<file path="src/hw/rtl/lrts_pkg.sv">
package lrts_pkg;

    localparam int ID_W    = 4;
    localparam int BURST_W = 16;
    localparam int TIME_W  = 32;

    localparam int S_DATA_W = ((ID_W + BURST_W + 7) / 8) * 8;
    localparam int M_DATA_W = ((ID_W + 1 + TIME_W + 7) / 8) * 8;

    localparam logic KIND_ADMIT = 1'b0;
    localparam logic KIND_TICK  = 1'b1;

    localparam logic [TIME_W-1:0] TIME_MAX = {TIME_W{1'b1}};

    typedef enum logic [3:0] {
        ST_IDLE   = 4'b0001,
        ST_SCAN   = 4'b0010,
        ST_DRAIN  = 4'b0100,
        ST_COMMIT = 4'b1000
    } state_t;

endpackage

</file>
<file path="src/hw/rtl/longest_remaining_time_scheduler.sv">
// channel | dir | tdata                                  | tuser
// s_*     | in  | proc_id[3:0], burst[19:4], 0[23:20]    | kind
// m_*     | out | ran_id[3:0], finished[4], now[36:5], 0 | busy_res
//
// Admit: written into the slot memory from IDLE. Tick: resolved by one
// comparator walking the slot memory one entry per cycle, then DRAIN and COMMIT.
// Reset clears slot-valid bits and time; slot memory itself is not cleared.
// A finished tick waits in COMMIT while the output register is still held.
module longest_remaining_time_scheduler #(
    parameter int MAX_PROCS = 16
) (
    input  logic                           clk,
    input  logic                           rst_n,
    input  logic                           s_tvalid,
    output logic                           s_tready,
    input  logic [lrts_pkg::S_DATA_W-1:0]  s_tdata,   // proc_id, burst
    input  logic                           s_tuser,   // kind
    output logic                           m_tvalid,
    input  logic                           m_tready,
    output logic [lrts_pkg::M_DATA_W-1:0]  m_tdata,   // ran_id, finished, now
    output logic                           m_tuser    // busy_res
);

    localparam int IDX_W = $clog2(MAX_PROCS);
    localparam int ID_W  = lrts_pkg::ID_W;
    localparam int BW    = lrts_pkg::BURST_W;
    localparam int TW    = lrts_pkg::TIME_W;

    lrts_pkg::state_t state_reg, state_next;

    logic [BW-1:0]        mem [MAX_PROCS];
    logic [MAX_PROCS-1:0] nz_reg;

    logic [IDX_W-1:0] scan_idx_reg;
    logic [BW-1:0]    rd_data_reg;
    logic             rd_nz_reg;
    logic [IDX_W-1:0] rd_idx_reg;
    logic             rd_vld_reg;

    logic [BW-1:0]    best_rem_reg;
    logic [IDX_W-1:0] best_idx_reg;

    logic [TW-1:0]    time_reg;

    logic             out_vld_reg;
    logic             out_busy_reg;
    logic [ID_W-1:0]  out_id_reg;
    logic             out_fin_reg;
    logic [TW-1:0]    out_time_reg;

    logic [ID_W-1:0]  in_id;
    logic [BW-1:0]    in_burst;
    logic             accept;
    logic             in_range;
    logic [IDX_W-1:0] admit_idx;
    logic             admit_ok;
    logic             commit_go;
    logic             found;
    logic             done;
    logic [BW-1:0]    cand;
    logic             last_issue;

    assign in_id     = s_tdata[ID_W-1:0];
    assign in_burst  = s_tdata[ID_W+BW-1:ID_W];
    assign s_tready  = (state_reg == lrts_pkg::ST_IDLE);
    assign accept    = s_tvalid && s_tready;
    assign in_range  = (32'(in_id) < MAX_PROCS);
    assign admit_idx = IDX_W'(in_id);
    assign admit_ok  = accept && (s_tuser == lrts_pkg::KIND_ADMIT) && in_range
                       && !nz_reg[admit_idx] && (in_burst != '0);
    assign commit_go = (state_reg == lrts_pkg::ST_COMMIT) && (!out_vld_reg || m_tready);
    assign found     = (best_rem_reg != '0);
    assign done      = (best_rem_reg == BW'(1));
    assign cand      = rd_nz_reg ? rd_data_reg : '0;
    assign last_issue = (scan_idx_reg == IDX_W'(MAX_PROCS - 1));

    always_comb
    begin
        state_next = state_reg;
        case (state_reg)
            lrts_pkg::ST_IDLE:
            begin
                if (accept && s_tuser == lrts_pkg::KIND_TICK)
                    state_next = lrts_pkg::ST_SCAN;
            end
            lrts_pkg::ST_SCAN:
            begin
                if (last_issue)
                    state_next = lrts_pkg::ST_DRAIN;
            end
            lrts_pkg::ST_DRAIN:
            begin
                state_next = lrts_pkg::ST_COMMIT;
            end
            lrts_pkg::ST_COMMIT:
            begin
                if (commit_go)
                    state_next = lrts_pkg::ST_IDLE;
            end
            default:
            begin
                state_next = lrts_pkg::ST_IDLE;
            end
        endcase
    end

    // slot memory: one write port, one registered read port
    always_ff @(posedge clk)
    begin
        if (admit_ok)
            mem[admit_idx] <= in_burst;
        else if (commit_go && found)
            mem[best_idx_reg] <= best_rem_reg - BW'(1);
    end

    always_ff @(posedge clk)
    begin
        rd_data_reg <= mem[scan_idx_reg];
        rd_nz_reg   <= nz_reg[scan_idx_reg];
        rd_idx_reg  <= scan_idx_reg;
    end

    always_ff @(posedge clk or negedge rst_n)
    begin
        if (!rst_n)
        begin
            state_reg    <= lrts_pkg::ST_IDLE;
            nz_reg       <= '0;
            scan_idx_reg <= '0;
            rd_vld_reg   <= 1'b0;
            best_rem_reg <= '0;
            best_idx_reg <= '0;
            time_reg     <= '0;
            out_vld_reg  <= 1'b0;
            out_busy_reg <= 1'b0;
            out_id_reg   <= '0;
            out_fin_reg  <= 1'b0;
            out_time_reg <= '0;
        end
        else
        begin
            state_reg  <= state_next;
            rd_vld_reg <= (state_reg == lrts_pkg::ST_SCAN);

            if (commit_go)
                out_vld_reg <= 1'b1;
            else if (m_tready)
                out_vld_reg <= 1'b0;

            if (admit_ok)
                nz_reg[admit_idx] <= 1'b1;

            if (state_reg == lrts_pkg::ST_IDLE)
            begin
                scan_idx_reg <= '0;
                best_rem_reg <= '0;
                best_idx_reg <= '0;
            end
            else if (state_reg == lrts_pkg::ST_SCAN && !last_issue)
                scan_idx_reg <= scan_idx_reg + IDX_W'(1);

            // strictly greater keeps the lower id on ties
            if (rd_vld_reg && cand > best_rem_reg)
            begin
                best_rem_reg <= cand;
                best_idx_reg <= rd_idx_reg;
            end

            if (commit_go)
            begin
                if (found && done)
                    nz_reg[best_idx_reg] <= 1'b0;
                out_busy_reg <= found;
                out_id_reg   <= found ? ID_W'(best_idx_reg) : '0;
                out_fin_reg  <= found && done;
                if (time_reg != lrts_pkg::TIME_MAX)
                begin
                    time_reg     <= time_reg + TW'(1);
                    out_time_reg <= time_reg + TW'(1);
                end
                else
                    out_time_reg <= time_reg;
            end
        end
    end

    assign m_tvalid = out_vld_reg;
    assign m_tuser  = out_busy_reg;
    assign m_tdata  = lrts_pkg::M_DATA_W'({out_time_reg, out_fin_reg, out_id_reg});

endmodule

</file>
<file path="config.mk">
export PLATFORM = sky130hd
export DESIGN_NAME = longest_remaining_time_scheduler
export DESIGN_NICKNAME = d
export VERILOG_FILES = /design/src/hw/rtl/lrts_pkg.sv /design/src/hw/rtl/longest_remaining_time_scheduler.sv
export SDC_FILE = /design/constraint.sdc
export NUM_CORES = 1
export LEC_CHECK = 0
export BUFFER_PORTS_ARGS = -buffer_cell sky130_fd_sc_hd__buf_2
export CAP_MARGIN = 30
export CORE_MARGIN = 2
export CORE_UTILIZATION = 50
export DETAILED_ROUTE_END_ITERATION = 6
export PLACE_DENSITY = 0.75
export SYNTH_ARGS = -nofsm -noshare
export SYNTH_HDL_FRONTEND = slang
export SYNTH_SLANG_ARGS = --single-unit
</file>
<file path="constraint.sdc">
create_clock -name clk -period 4 [get_ports clk]
set_clock_uncertainty 0.1 [all_clocks]
set_input_delay 0.4 -clock clk [delete_from_list [all_inputs] [get_ports clk]]
set_output_delay 0.4 -clock clk [all_outputs]
set_load 0.02 [all_outputs]
</file>
==> results.json <==
{
  "cts_root_buf": "clkbuf_16",
  "worstMarginPinSlew_ps": 869,
  "synth_commonest_cells": "edfxtp_1 (256), mux4_2 (88), dfrtp_1 (83), nor2_1 (82), nand2_1 (40)",
  "place.gp.congestion": 0.841,
  "drt-initial-drc-count": 592,
  "min_from": "m_tready",
  "r2r.worst_path.cells": 6,
  "track_usage": 0.215,
  "start_util": 0.511,
  "die_w_um": 179,
  "status": "completed",
  "hold_violations": 0,
  "yosysUniqueCellTypes": 57,
  "ys.flop_type": "edfxtp_1",
  "row_count": 63,
  "crit_chain": "or4b_1 -> a311oi_4 -> nand4_1 -> a21boi_1 -> nor2_2 -> buf_12",
  "fmax_ghz": 0.297,
  "numCtsBuffers": 37,
  "coreArea_mm2": 0.0299,
  "synth_most_common_cell": "edfxtp_1",
  "timing.setup.tns_ps": 0,
  "async_flop_share": 0.233,
  "cpLargestDelayFamily": "simple AND/OR/NAND/NOR gates",
  "power_density_mw_per_mm2": 506,
  "clock_latency_ps": 510,
  "ff2ff_setup_slack_ps": 640,
  "whs_ps": 134,
  "cts_post_setup_buffers_inserted": 0,
  "drive_gt1_frac": 0.278,
  "yosys_warnings": 0,
  "cts_hold_buf": 3,
  "grt_pass1_wl_um": 51500,
  "portBuffers": 64,
  "post-place-ws_ps": 598,
  "timing.rr.end": "mem[9][0]",
  "worstHoldPathType": "in -> reg",
  "layout_min_cycle_time_ps": 3360,
  "critPathKind": "reg -> reg",
  "cts_resized": 0,
  "grt_start_max_net_pins": 56,
  "synth_seq_area_share": 0.669,
  "finalCritPeriodShare": 0.841,
  "ir_drop_mv": 0.280,
  "leakagePower_nw": 6.32,
  "syn_avg_cell_area_um2": 16.4,
  "final_core_util": 0.588,
  "crit_arrival_ps": 3470,
  "rsz0062_at_grt": "false",
  "drc_errors": 0,
  "slew_violations": 0,
  "clkSlewWorstSetupHoldPaths_ps": 60,
  "fillers": 2235,
  "synthToLayoutAreaGrowth_pct": 15.1,
  "synthCells": 931,
  "final_antenna_net_count": 0,
  "vias_per_cell": 5.95,
  "grt_pass1_vias": 8821,
  "syn_area_mm2": 0.0153,
  "startpoint_type": "flop",
  "cp-end-kind": "flop",
  "total_power_mw": 8.90,
  "numClockSinks": 361,
  "cts_max_path_buffers": 3,
  "setup_slack_ps": 637,
  "synth.largest_area_cell": "edfxtp_1",
  "min_to": "m_tvalid",
  "cp_slowest_stage_delay_ps": 750,
  "synth_top_area_share": 0.503,
  "cts_tree": "done",
  "drt_pre_antenna_iters": 7,
  "overflow": 0,
  "diodes": 0,
  "critical_path_required_ps": 4110,
  "r2r-start": "state_reg[1]",
  "vias": 8712,
  "finalSetupViolations": 0,
  "synth_edf_count": 256,
  "cp_slowest_cell": "or4b_1",
  "crit_buf_inv": 1,
  "cap_violations": 0,
  "dpl.hpwl_um": 21400,
  "crit_fanout": 10,
  "grt_antenna_before_repair": 1,
  "slew_headroom": 0.421,
  "nets": 1097,
  "ys_seq_elements": 361,
  "largest_reg_flops": 256,
  "synth_area_leaders": "edfxtp_1 (50%), dfrtp_1 (14%), mux4_2 (13%)",
  "fp.dieH_um": 179,
  "cts-htree-levels": 2,
  "ios": 72,
  "wl_um": 33400,
  "routedWlPerCell_um": 22.8,
  "holdPathStages": 3,
  "die_area_mm2": 0.0319
}
-- where the power goes --
group / internal [mW] / switching [mW]
Clock: 1.89 / 1.35
Combinational: 0.619 / 0.701
Sequential: 4.18 / 0.149
Total: 6.70 / 2.20
-- cell usage in the layout (no fill, tap or decap), types with 16 or more instances in the layout --
master / count
edfxtp_1: 256
mux4_2: 88
dfrtp_1: 81
nor2_1: 66
buf_2: 63
buf_4: 43
nand2_1: 40
clkbuf_16: 39
inv_1: 26
xor2_1: 26
a21oi_1: 25
nor3_1: 24
dfxtp_1: 21
ha_1: 20
xnor2_1: 19
mux2_2: 18
and2_1: 17
nor2_2: 16
-- per-layer routing --
| metal | track usage | vias up | wire length, µm |
|---|---|---|---|
| li1 | - | 3832 | - |
| met1 | 0.298 | 4494 | 14200 |
| met2 | 0.358 | 330 | 16200 |
| met3 | 0.0356 | 54 | 2320 |
| met4 | 0.0569 | 2 | 684 |
| met5 | 0 | - | 11 |
-- per-stage QoR --
| step | area, µm² | cells |
|---|---|---|
| 2_1_floorplan | 15300 | 933 |
| 3_3_place_gp | 16300 | 1388 |
| 3_5_place_dp | 16400 | 1395 |
| 4_1_cts | 17600 | 1464 |
| 5_1_grt | 17600 | 1465 |
| 6_report | 17600 | 1465 |
-- worst reg2reg max path, stage by stage, from the launching register on --
cell      delay, ps
dfrtp_1         460
or4b_1          750
a311oi_4        340
nand4_1         300
a21boi_1        280
nor2_2          590
buf_12          230
-- worst max-delay path by stage --
stage | from | end | slack, ps | depth (start not counted)
after global placement | state_reg[0] | mem[1][9] | 470 | 5
after floorplan | state_reg[0] | mem[5][0] | 990 | 6
final | state_reg[1] | mem[9][0] | 640 | 6
after global routing | state_reg[0] | mem[9][0] | 560 | 6
after CTS | state_reg[1] | mem[3][14] | 520 | 6
after detailed placement | state_reg[1] | mem[10][14] | 600 | 6
-- area by class of cell --
| cell class | instances | area, µm² | area share |
|---|---|---|---|
| Clock buffer | 55 | 1060 | 0.0601 |
| Clock inverter | 11 | 82.6 | 0.00470 |
| Inverter | 26 | 97.6 | 0.00555 |
| Multi-Input combinational cell | 505 | 4820 | 0.274 |
| Sequential cell | 361 | 10200 | 0.581 |
| Tap cell | 390 | 488 | 0.0278 |
| Timing Repair Buffer | 117 | 816 | 0.0464 |
-- cell families after synthesis --
group	Yosys count	share of synthesized area
adder cells (fa/ha/maj)	20	0.0164
XOR/XNOR	45	0.0258
multiplexers	118	0.151
other	1	0.000246
buffers and inverters	67	0.0198
AND/OR/NAND/NOR	248	0.0851
AO/OA/AOI/OAI	71	0.0328
flip-flops	361	0.669
Power figures use the tool's default switching activity.
